`src/rtl/core/nsc_pkg.sv`:
```
// Package for the NMEA sentence checksum checker.
// Holds the phase and status codes, the result struct and the digit decoder.
// No dependencies.
`timescale 1ns / 1ps

package nsc_pkg;

	// Character constants of the sentence format.
	localparam logic [7:0] STAR_CHAR  = 8'h2A;
	localparam logic [7:0] ZERO_CHAR  = 8'h30;
	localparam logic [7:0] NINE_CHAR  = 8'h39;
	localparam logic [7:0] UPPER_A    = 8'h41;
	localparam logic [7:0] UPPER_Z    = 8'h5A;
	localparam logic [7:0] LOWER_A    = 8'h61;
	localparam logic [7:0] LOWER_Z    = 8'h7A;
	localparam logic [7:0] LETTER_OFS = 8'd10;

	// Minimum number of bytes before the first star, saturation limits.
	localparam logic [2:0] MIN_BODY      = 3'd5;
	localparam logic [1:0] DIGITS_NEEDED = 2'd2;
	localparam logic [1:0] DIGIT_SAT     = 2'd3;

	// Verdict codes.
	localparam logic [2:0] ST_MATCH    = 3'd0;
	localparam logic [2:0] ST_SHORT    = 3'd1;
	localparam logic [2:0] ST_NO_CSUM  = 3'd2;
	localparam logic [2:0] ST_BAD_LEN  = 3'd3;
	localparam logic [2:0] ST_BAD_DIG  = 3'd4;
	localparam logic [2:0] ST_MISMATCH = 3'd5;

	// Parse phase, one-hot.
	typedef enum logic [2:0] {
		PH_BODY = 3'b001,
		PH_SUM  = 3'b010,
		PH_TAIL = 3'b100
	} phase_t;

	// One verdict item.
	typedef struct packed {
		logic [7:0] computed_sum;
		logic [2:0] status;
		logic       checksum_ok;
	} result_t;

	// Decoded checksum character.
	typedef struct packed {
		logic       ok;
		logic [5:0] val;
	} digit_t;

	// Map a character to its digit value; letters give 10 and up.
	function automatic digit_t char_value(input logic [7:0] c);
		digit_t     d;
		logic [7:0] diff;
		d    = '0;
		diff = 8'd0;
		if (c >= ZERO_CHAR && c <= NINE_CHAR) begin
			diff = c - ZERO_CHAR;
			d.ok = 1'b1;
		end else if (c >= UPPER_A && c <= UPPER_Z) begin
			diff = c - UPPER_A + LETTER_OFS;
			d.ok = 1'b1;
		end else if (c >= LOWER_A && c <= LOWER_Z) begin
			diff = c - LOWER_A + LETTER_OFS;
			d.ok = 1'b1;
		end
		d.val = diff[5:0];
		return d;
	endfunction

endpackage

```
`src/rtl/core/nmea_sentence_checksum_check.sv`:
```
// NMEA sentence checksum checker, one byte per item, one verdict per sentence.
// Throughput: one byte per cycle; a last byte waits in the input register while
// the result register still holds an earlier verdict that the sink has not taken.
// The last byte of a sentence passes the input register, then its verdict is
// captured in the result register, from which it leaves when the sink takes it.
// Reset: arst_n clears the parse state and both valid flags asynchronously.
`timescale 1ns / 1ps

module nmea_sentence_checksum_check import nsc_pkg::*; (
	input  logic        clk,
	input  logic        arst_n,
	input  logic        s_tvalid,
	output logic        s_tready,
	input  logic [7:0]  s_tdata,   // [7:0] msg_byte
	input  logic        s_tlast,
	output logic        m_tvalid,
	input  logic        m_tready,
	output logic [15:0] m_tdata    // [0] checksum_ok, [3:1] status, [11:4] computed_sum, rest 0
);

	logic       valid_s1;
	logic [7:0] byte_s1;
	logic       last_s1;
	logic       step;
	logic       space;
	result_t    res;
	result_t    out_data;

	// A byte in the input register moves on unless it is a last byte
	// facing a full output register.
	assign step     = valid_s1 && (!last_s1 || space);
	assign s_tready = !valid_s1 || step;

	// Input register.
	always_ff @(posedge clk or negedge arst_n) begin
		if (!arst_n) begin
			valid_s1 <= 1'b0;
		end else if (s_tready) begin
			valid_s1 <= s_tvalid;
		end
	end

	always_ff @(posedge clk) begin
		if (s_tvalid && s_tready) begin
			byte_s1 <= s_tdata;
			last_s1 <= s_tlast;
		end
	end

	nsc_parse u_parse (
		.clk      (clk),
		.arst_n   (arst_n),
		.step     (step),
		.msg_byte (byte_s1),
		.last     (last_s1),
		.res      (res)
	);

	nsc_out_stage u_out (
		.clk    (clk),
		.arst_n (arst_n),
		.load   (step && last_s1),
		.res    (res),
		.space  (space),
		.tvalid (m_tvalid),
		.tready (m_tready),
		.data   (out_data)
	);

	assign m_tdata = {4'b0000, out_data};

	// The pass flag agrees with the status code.
	a_ok_status: assert property (@(posedge clk) disable iff (!arst_n)
		m_tvalid |-> (out_data.checksum_ok ==
			(out_data.status == ST_MATCH || out_data.status == ST_NO_CSUM)))
		else $error("checksum_ok disagrees with status");

	// A sentence end always produces a verdict on the next cycle.
	a_last_loads: assert property (@(posedge clk) disable iff (!arst_n)
		step && last_s1 |=> m_tvalid && out_data == $past(res))
		else $error("verdict not captured");

	// A too-short verdict is never a pass.
	a_short_fail: assert property (@(posedge clk) disable iff (!arst_n)
		m_tvalid && out_data.status == ST_SHORT |-> !out_data.checksum_ok)
		else $error("short sentence passed");

	// The status code never leaves its defined range.
	a_status_range: assert property (@(posedge clk) disable iff (!arst_n)
		m_tvalid |-> out_data.status <= ST_MISMATCH)
		else $error("status out of range");

endmodule

```
`src/rtl/core/nsc_parse.sv`:
```
// Sentence parser: phase, counters, running XOR and received checksum.
// Forms the verdict for the last byte combinationally. Depends on nsc_pkg.
`timescale 1ns / 1ps

module nsc_parse import nsc_pkg::*; (
	input  logic       clk,
	input  logic       arst_n,
	input  logic       step,
	input  logic [7:0] msg_byte,
	input  logic       last,
	output result_t    res
);

	phase_t     phase_q, phase_d;
	logic [2:0] body_cnt_q, body_cnt_d;
	logic [7:0] xor_q, xor_d;
	logic [1:0] dig_cnt_q, dig_cnt_d;
	logic [7:0] recv_q, recv_d;
	logic       dig_bad_q, dig_bad_d;
	digit_t     dig;
	logic [7:0] add;

	assign dig = char_value(msg_byte);
	assign add = (dig_cnt_q == 2'd0) ? {dig.val[3:0], 4'b0000} : {2'b00, dig.val};

	// Apply one byte to the parse state.
	always_comb begin
		phase_d    = phase_q;
		body_cnt_d = body_cnt_q;
		xor_d      = xor_q;
		dig_cnt_d  = dig_cnt_q;
		recv_d     = recv_q;
		dig_bad_d  = dig_bad_q;
		case (phase_q)
			PH_BODY: begin
				if (msg_byte == STAR_CHAR) begin
					phase_d = PH_SUM;
				end else begin
					if (body_cnt_q != 3'd0)
						xor_d = xor_q ^ msg_byte;
					if (body_cnt_q < MIN_BODY)
						body_cnt_d = body_cnt_q + 3'd1;
				end
			end
			PH_SUM: begin
				if (msg_byte == STAR_CHAR) begin
					phase_d = PH_TAIL;
				end else begin
					if (dig_cnt_q < DIGITS_NEEDED) begin
						if (!dig.ok)
							dig_bad_d = 1'b1;
						else
							recv_d = recv_q + add;
					end
					if (dig_cnt_q < DIGIT_SAT)
						dig_cnt_d = dig_cnt_q + 2'd1;
				end
			end
			default: begin
			end
		endcase
	end

	// Verdict from the state after this byte.
	always_comb begin
		if (body_cnt_d < MIN_BODY)
			res.status = ST_SHORT;
		else if (phase_d == PH_BODY || dig_cnt_d == 2'd0)
			res.status = ST_NO_CSUM;
		else if (dig_cnt_d != DIGITS_NEEDED)
			res.status = ST_BAD_LEN;
		else if (dig_bad_d)
			res.status = ST_BAD_DIG;
		else if (recv_d == xor_d)
			res.status = ST_MATCH;
		else
			res.status = ST_MISMATCH;
		res.checksum_ok  = (res.status == ST_MATCH) || (res.status == ST_NO_CSUM);
		res.computed_sum = xor_d;
	end

	// State registers; the last byte returns the parser to its start.
	always_ff @(posedge clk or negedge arst_n) begin
		if (!arst_n) begin
			phase_q    <= PH_BODY;
			body_cnt_q <= 3'd0;
			xor_q      <= 8'd0;
			dig_cnt_q  <= 2'd0;
			recv_q     <= 8'd0;
			dig_bad_q  <= 1'b0;
		end else if (step) begin
			if (last) begin
				phase_q    <= PH_BODY;
				body_cnt_q <= 3'd0;
				xor_q      <= 8'd0;
				dig_cnt_q  <= 2'd0;
				recv_q     <= 8'd0;
				dig_bad_q  <= 1'b0;
			end else begin
				phase_q    <= phase_d;
				body_cnt_q <= body_cnt_d;
				xor_q      <= xor_d;
				dig_cnt_q  <= dig_cnt_d;
				recv_q     <= recv_d;
				dig_bad_q  <= dig_bad_d;
			end
		end
	end

endmodule

```
`src/rtl/core/nsc_out_stage.sv`:
```
// Output register holding one verdict until the sink takes it.
// Depends on nsc_pkg.
`timescale 1ns / 1ps

module nsc_out_stage import nsc_pkg::*; (
	input  logic    clk,
	input  logic    arst_n,
	input  logic    load,
	input  result_t res,
	output logic    space,
	output logic    tvalid,
	input  logic    tready,
	output result_t data
);

	logic    valid_q;
	result_t data_q;

	// Room for a new item when empty or when the held item leaves now.
	assign space  = !valid_q || tready;
	assign tvalid = valid_q;
	assign data   = data_q;

	always_ff @(posedge clk or negedge arst_n) begin
		if (!arst_n) begin
			valid_q <= 1'b0;
		end else if (space) begin
			valid_q <= load;
		end
	end

	always_ff @(posedge clk) begin
		if (load && space)
			data_q <= res;
	end

endmodule
```
`config.mk`:
```
export PLATFORM = sky130hd
export DESIGN_NAME = nmea_sentence_checksum_check
export DESIGN_NICKNAME = d
export VERILOG_FILES = /design/src/rtl/core/nsc_pkg.sv /design/src/rtl/core/nmea_sentence_checksum_check.sv /design/src/rtl/core/nsc_parse.sv /design/src/rtl/core/nsc_out_stage.sv
export SDC_FILE = /design/constraint.sdc
export NUM_CORES = 1
export LEC_CHECK = 0
export ABC_CLOCK_PERIOD_IN_PS = 8650
export BUFFER_PORTS_ARGS = -buffer_cell sky130_fd_sc_hd__clkbuf_2
export CAP_MARGIN = 20
export CORE_UTILIZATION = 50
export CTS_BUF_LIST = sky130_fd_sc_hd__clkbuf_4
export DETAILED_ROUTE_END_ITERATION = 12
export GPL_ROUTABILITY_DRIVEN = 0
export PLACE_DENSITY = 0.66
export SLEW_MARGIN = 20
export SYNTH_ARGS = -nofsm -noshare
export SYNTH_HDL_FRONTEND = slang
export SYNTH_SLANG_ARGS = --single-unit
```
`constraint.sdc`:
```
create_clock -name clk -period 8.65 [get_ports clk]
set_input_delay 0 -clock clk [delete_from_list [all_inputs] [get_ports clk]]
set_output_delay 0 -clock clk [all_outputs]
set_load 0.02 [all_outputs]
```
Word level (Yosys, flattened, before mapping)

Cells that the tools add are included.

Register bits after elaboration: 48
Bits in latches: 0
RAM bits: 0
Memory bits (read-only): 0
Bits of input ports: 13
Output and inout port bits: 18
Word-level logic and storage cells: 96
Memories: 0

Add/sub/neg operators: 8
Multipliers: 0
Divide/modulo/power cells: 0
$lt $le $gt $ge: 10
Equal/unequal tests: 7
Shift operators: 0
Multiplexer cells: 38
Bitwise gates (word level): 1
Reductions and logical operators: 19

Operators with widths:

| operator                                                           | count |
|---|---|
| 2-to-1 mux 8 bit                                                   | 10 |
| 2-to-1 mux 3 bit                                                   | 12 |
| 2-to-1 mux 6 bit                                                   | 3 |
| greater-or-equal comparator 8 x 7 -> 1 bit (second input constant) | 2 |
| <= comparator 8 x 7 -> 1 bit (second input constant)               | 2 |
| adder 6 x 4 -> 6 bit (second input constant)                       | 2 |
| subtractor 6 bit (second input constant)                           | 2 |
| adder 8 bit                                                        | 1 |
| equality test 8 x 6 -> 1 bit (second input constant)               | 1 |
| equality test 8 bit                                                | 1 |
| greater-or-equal comparator 8 x 6 -> 1 bit (second input constant) | 1 |
| <= comparator 8 x 6 -> 1 bit (second input constant)               | 1 |
| 2-to-1 mux 1 bit                                                   | 8 |
| 2-to-1 mux 2 bit                                                   | 4 |
| bitwise XOR 8 bit                                                  | 1 |
| logical AND 1 bit                                                  | 7 |
| equality test 3 x 1 -> 1 bit (second input constant)               | 2 |
| equality test 3 x 2 -> 1 bit (second input constant)               | 2 |
| < comparator 3 bit (second input constant)                         | 2 |
| one-hot mux 3 bit (2 select lines)                                 | 1 |
| subtractor 6 x 1 -> 6 bit (second input constant)                  | 1 |
| logical OR 1 bit                                                   | 5 |
| logical NOT 2 bit                                                  | 2 |
| < comparator 2 bit (second input constant)                         | 2 |
| other kinds (6)                                                    | 8 |

Depth between registers and ports, before layout

Word-level depth: 19
Depth in mapped cells: 19
Depth with buffers taken out: 19

Cells and area by module

Synthesis repeated with hierarchy kept, for this count alone.

Cell total of the unflattened synthesis: 322
Area, all modules: 3221.8 um2

By module, submodules not included:

| module                       | instances | cells an instance | area an instance (um2) | sequential area each (um2) |
|---|---|---|---|---|
| nsc_parse                    | 1         | 285               | 2424.8                 | 626.9 |
| nsc_out_stage                | 1         | 16                | 414.1                  | 385.4 |
| nmea_sentence_checksum_check | 1         | 21                | 382.9                  | 295.3 |

Worst setup path after synthesis

No wires, ideal clock.

Path kind: flip-flop to flip-flop
Start point: register byte_s1[1]
End point: register u_out.data_q, in the netlist u_out.data[1] (data pin)
Library setup time: 267 ps
Arrival time: 3951 ps
Data required time: 8383 ps
Setup slack: 4433 ps
Stages on the path, launching flop included: 18
Path buffers: 0
Clock period less this slack: 4217 ps
Cell sequence: edfxtp_1 -> inv_1 -> ha_1 -> nor3b_1 -> a311oi_2 -> a221oi_4 -> or2_2 -> nor2_1 -> ha_1 -> nor2b_1 -> o31a_1 -> or4b_2 -> nand3_1 -> mux2i_1 -> xnor2_1 -> nor4_4 -> a41o_1 -> a22oi_2

RTL lines:

| what                   | RTL line                           | source |
|---|---|---|
| start, declared        | nmea_sentence_checksum_check.sv:22 | `logic [7:0] byte_s1;` |
| start signal, assigned | nmea_sentence_checksum_check.sv:45 | `byte_s1 <= s_tdata;` |
| end signal, assigned   | nsc_out_stage.sv:34                | `data_q <= res;` |
| end, declared          | nsc_out_stage.sv:17                | `result_t data_q;` |

==> summary.txt <==
Outcome
  • Outcome: finished, final reports clean

Clocking
  • Reg clk slew, reported paths: 0.16 ns
  • Worst-Skew Late Latency: 0.38 ns
  • # H-tree levels: 2
  • CTS root buf: clkbuf_4
  • TritonCTS clock tree: built
  • Maximum buffer depth of the clock tree: 2
  • Clock sinks: 48
  • CTS Buf Count: 5

Critical path
  • RR Endpoint: u_out.data[1]
  • Crit path DAT: 4.80 ns
  • Worst Setup SP: byte_s1[1]
  • R2R cell count: 17
  • CP max FO: 8
  • Worst r2r src: byte_s1[1]
  • Worst Setup EP: u_out.data[1]
  • Critical path launch point type: flip-flop
  • Critical Path End Type: flip-flop
  • R2R Setup Slk: approximately 4 ns
  • Crit Path Class: flip-flop to flip-flop
  • CP Data Required Time: roughly 8.8 ns

Synth
  • Synthesis-stage register bit count: 48
  • Top cell type's share of synthesized area: 0.198
  • Commonest cells post-synth: dfrtp_1 (26), nor2_1 (24), edfxtp_1 (21), o21ai_0 (21)
  • Count leader, synth: dfrtp_1
  • Leading area contributor after synthesis: dfrtp_1
  • Syn. warnings: 0
  • Post-synth EDFFs: 21
  • Synth Instances: about 320
  • Synth cell types: 69
  • FFs w/ async S/R, synth: 0.563
  • Synth area leaders: dfrtp_1 (20%), edfxtp_1 (19%), ha_1 (7.2%), xnor2_1 (4.3%), o21ai_0 (3.2%)
  • Post-Syn Area per Cell: 10.2 µm²
  • Sequential element share of the synthesized area: 0.397
  • Mapped Area: about 3300 µm²
  • Primary FF master, synth: dfrtp_1

GRT
  • Largest net degree at the start of global routing: 28
  • First-pass GRT wire length: 12100 µm
  • Gr ovfl total: 0
  • Vias in the first global route: roughly 2400
  • Gr usage total: 0.223
  • Initial antenna violation count: 0

Power
  • Worst vdd ir: 0.102 mV
  • PwrDens: 188 nW/µm²
  • Static Leak: 0.00157 µW

STA
  • Final Hold Violating Endpoints: 0
  • Setup-failing EPs final: 0
  • TNS Setup: 0 ns
  • Slew @ Worst Pin: 0.692 ns
  • RSZ-0062 raised after global routing: no
  • Slew HR: 0.538
  • Tcrit/Tclk final: 0.537
  • Max Slew Vio Count: 0
  • Final setup skew: ~0.016 ns
  • Fmax: 215 MHz
  • Period minus WS final: approximately 4.6 ns

Floorplanning
  • Initial Utilization: 0.518
  • CORE AREA: 6350 µm²
  • Die span in x: about 83 µm
  • Total Die Area: 6910 µm²
  • Die H: 83.1 µm
  • IO Count: 31
  • FP Rows: 29

Drt
  • Drt pass-1 iters: 5
  • Drt drc: 0
  • Vias per Instance: just under 6
  • Total number of vias: 2548
  • Post-route ant nets: 0
  • Wirelength per Cell: approximately 17 µm
  • First-iteration detailed-routing DRC count: 168
  • WL final: 7190 µm

Final layout
  • Finished Cell Area: 3610 µm²
  • Area delta synth->final: 9.77%
  • Layout cells sized above 1: 0.148
  • Diodes inserted: 0
  • Fin nets: between 300 and 400

Placed design
  • Detailed Place HPWL: about 5200 µm
  • IO Port Bufs: 26
  • Placed instance area: 3430 µm²

Job
  • MaxCap Viol Count: 0

Worst hold path
  • Worst Hold Class: input pin to asynchronous set/reset pin
## critical path, stage by stage (launching register included)
cell      delay (ns)
edfxtp_1        0.52
inv_1           0.16
ha_1            0.24
nor3b_1         0.15
a311oi_2        0.42
a221oi_4        0.15
or2_2           0.35
nor2_1          0.15
ha_1            0.29
nor2b_1         0.16
o31a_1          0.25
or4b_2          0.61
nand3_1         0.12
mux2i_1         0.09
xnor2_1         0.18
nor4_4          0.31
a41o_1          0.22
a22oi_2         0.05
## layer usage
metal  GRT usage  vias up  part of all wire
met1       0.292     1242              0.45
li1            -     1238                 -
met4      0.0564        0             0.010
met3      0.0338        7             0.036
met5           0        -                 0
met2       0.385       61              0.50
## registers in the layout (all words and copies together), names as in the netlist
name / count
byte_s1: 8
last_s1: 1
u_parse.dig_bad_q: 1
u_parse.recv_q: 8
u_parse.xor_q: 8
u_parse.phase_q: 3
u_out.data: 12
valid_s1: 1
u_out.tvalid: 1
u_parse.dig_cnt_q: 2
u_parse.body_cnt_q: 3
## where the power goes
group / internal, µW / total (µW) / switching [µW] / leakage (µW)
Clock: 31.6 / 111 / 79.1 / 0.0000330
Combinational: 109 / 257 / 148 / 0.000973
Sequential: 280 / 311 / 31.2 / 0.000561
## how the worst min path moves through the flow
stage | start | cells past startpoint | endpoint | slack, ns
detailed placement | arst_n | 1 | u_parse.recv_q[1] | 0.09
global route | arst_n | 2 | u_parse.xor_q[4] | 0.24
floorplan | arst_n | 0 | u_out.tvalid | -0.30
finish | arst_n | 2 | u_parse.xor_q[4] | 0.17
global placement | arst_n | 1 | u_parse.recv_q[1] | 0.09
CTS | arst_n | 2 | u_parse.xor_q[4] | 0.21
## final cells by class
cell class | instances | area (µm²)
Multi-Input combinational cell | 245 | 1830
Clock inverter | 3 | 17.5
Inverter | 17 | 63.8
Sequential cell | 48 | 1310
Tap cell | 77 | 96.3
Clock buffer | 5 | 37.5
Timing Repair Buffer | 39 | 260
Fill cell | 530 | 2740
## placed cells by master (no fill, tap or decap), types with 3 or more instances in the layout
cell type / n
clkbuf_2: 26
dfrtp_1: 26
nor2_1: 24
o21ai_0: 21
edfxtp_1: 21
nand2_1: 19
ha_1: 19
inv_1: 17
xnor2_1: 16
a21oi_1: 14
dlygate4sd3_1: 13
nand3_1: 11
xor2_1: 8
a22o_1: 8
mux2i_1: 6
nand2b_1: 6
a21o_1: 6
a31oi_1: 5
clkbuf_4: 5
nor2b_1: 4
o31ai_1: 4
a211oi_1: 4
nor3_1: 4
conb_1: 4
or3b_1: 3
a32o_1: 3
and3_1: 3
and2_1: 3
## per-stage QoR
stage,setup slack (ns),util,total power [µW],cells,hold WS (ns)
5_1_grt,3.71,0.569,718,434,0.239
6_report,4.00,0.569,678,434,0.168
4_1_cts,4.00,0.569,679,434,0.209
2_1_floorplan,4.43,-,506,325,-0.296
3_3_place_gp,4.13,0.540,562,413,0.0928
3_5_place_dp,4.02,0.540,566,413,0.0897
## what timing repair did
item,CTS,global route
hold buffers,13,0
setup endpoints to repair,0,0
gates resized for setup,0,0
setup buffers,0,0
endpoints found under the hold margin,37,0
## logic make-up (layout without fill, tap and decap cells)
kind of cell | after synthesis | in the layout | share of synthesized area
fa+ha+maj | 20 | 20 | 0.0783
simple gates | 97 | 97 | 0.170
other cells | 1 | 4 | 0.00114
mux | 7 | 7 | 0.0217
compound gates | 91 | 91 | 0.203
xor+xnor | 26 | 26 | 0.0776
buf+inv | 32 | 64 | 0.0502
flops | 48 | 48 | 0.397
(Power assumes the default switching activity.)
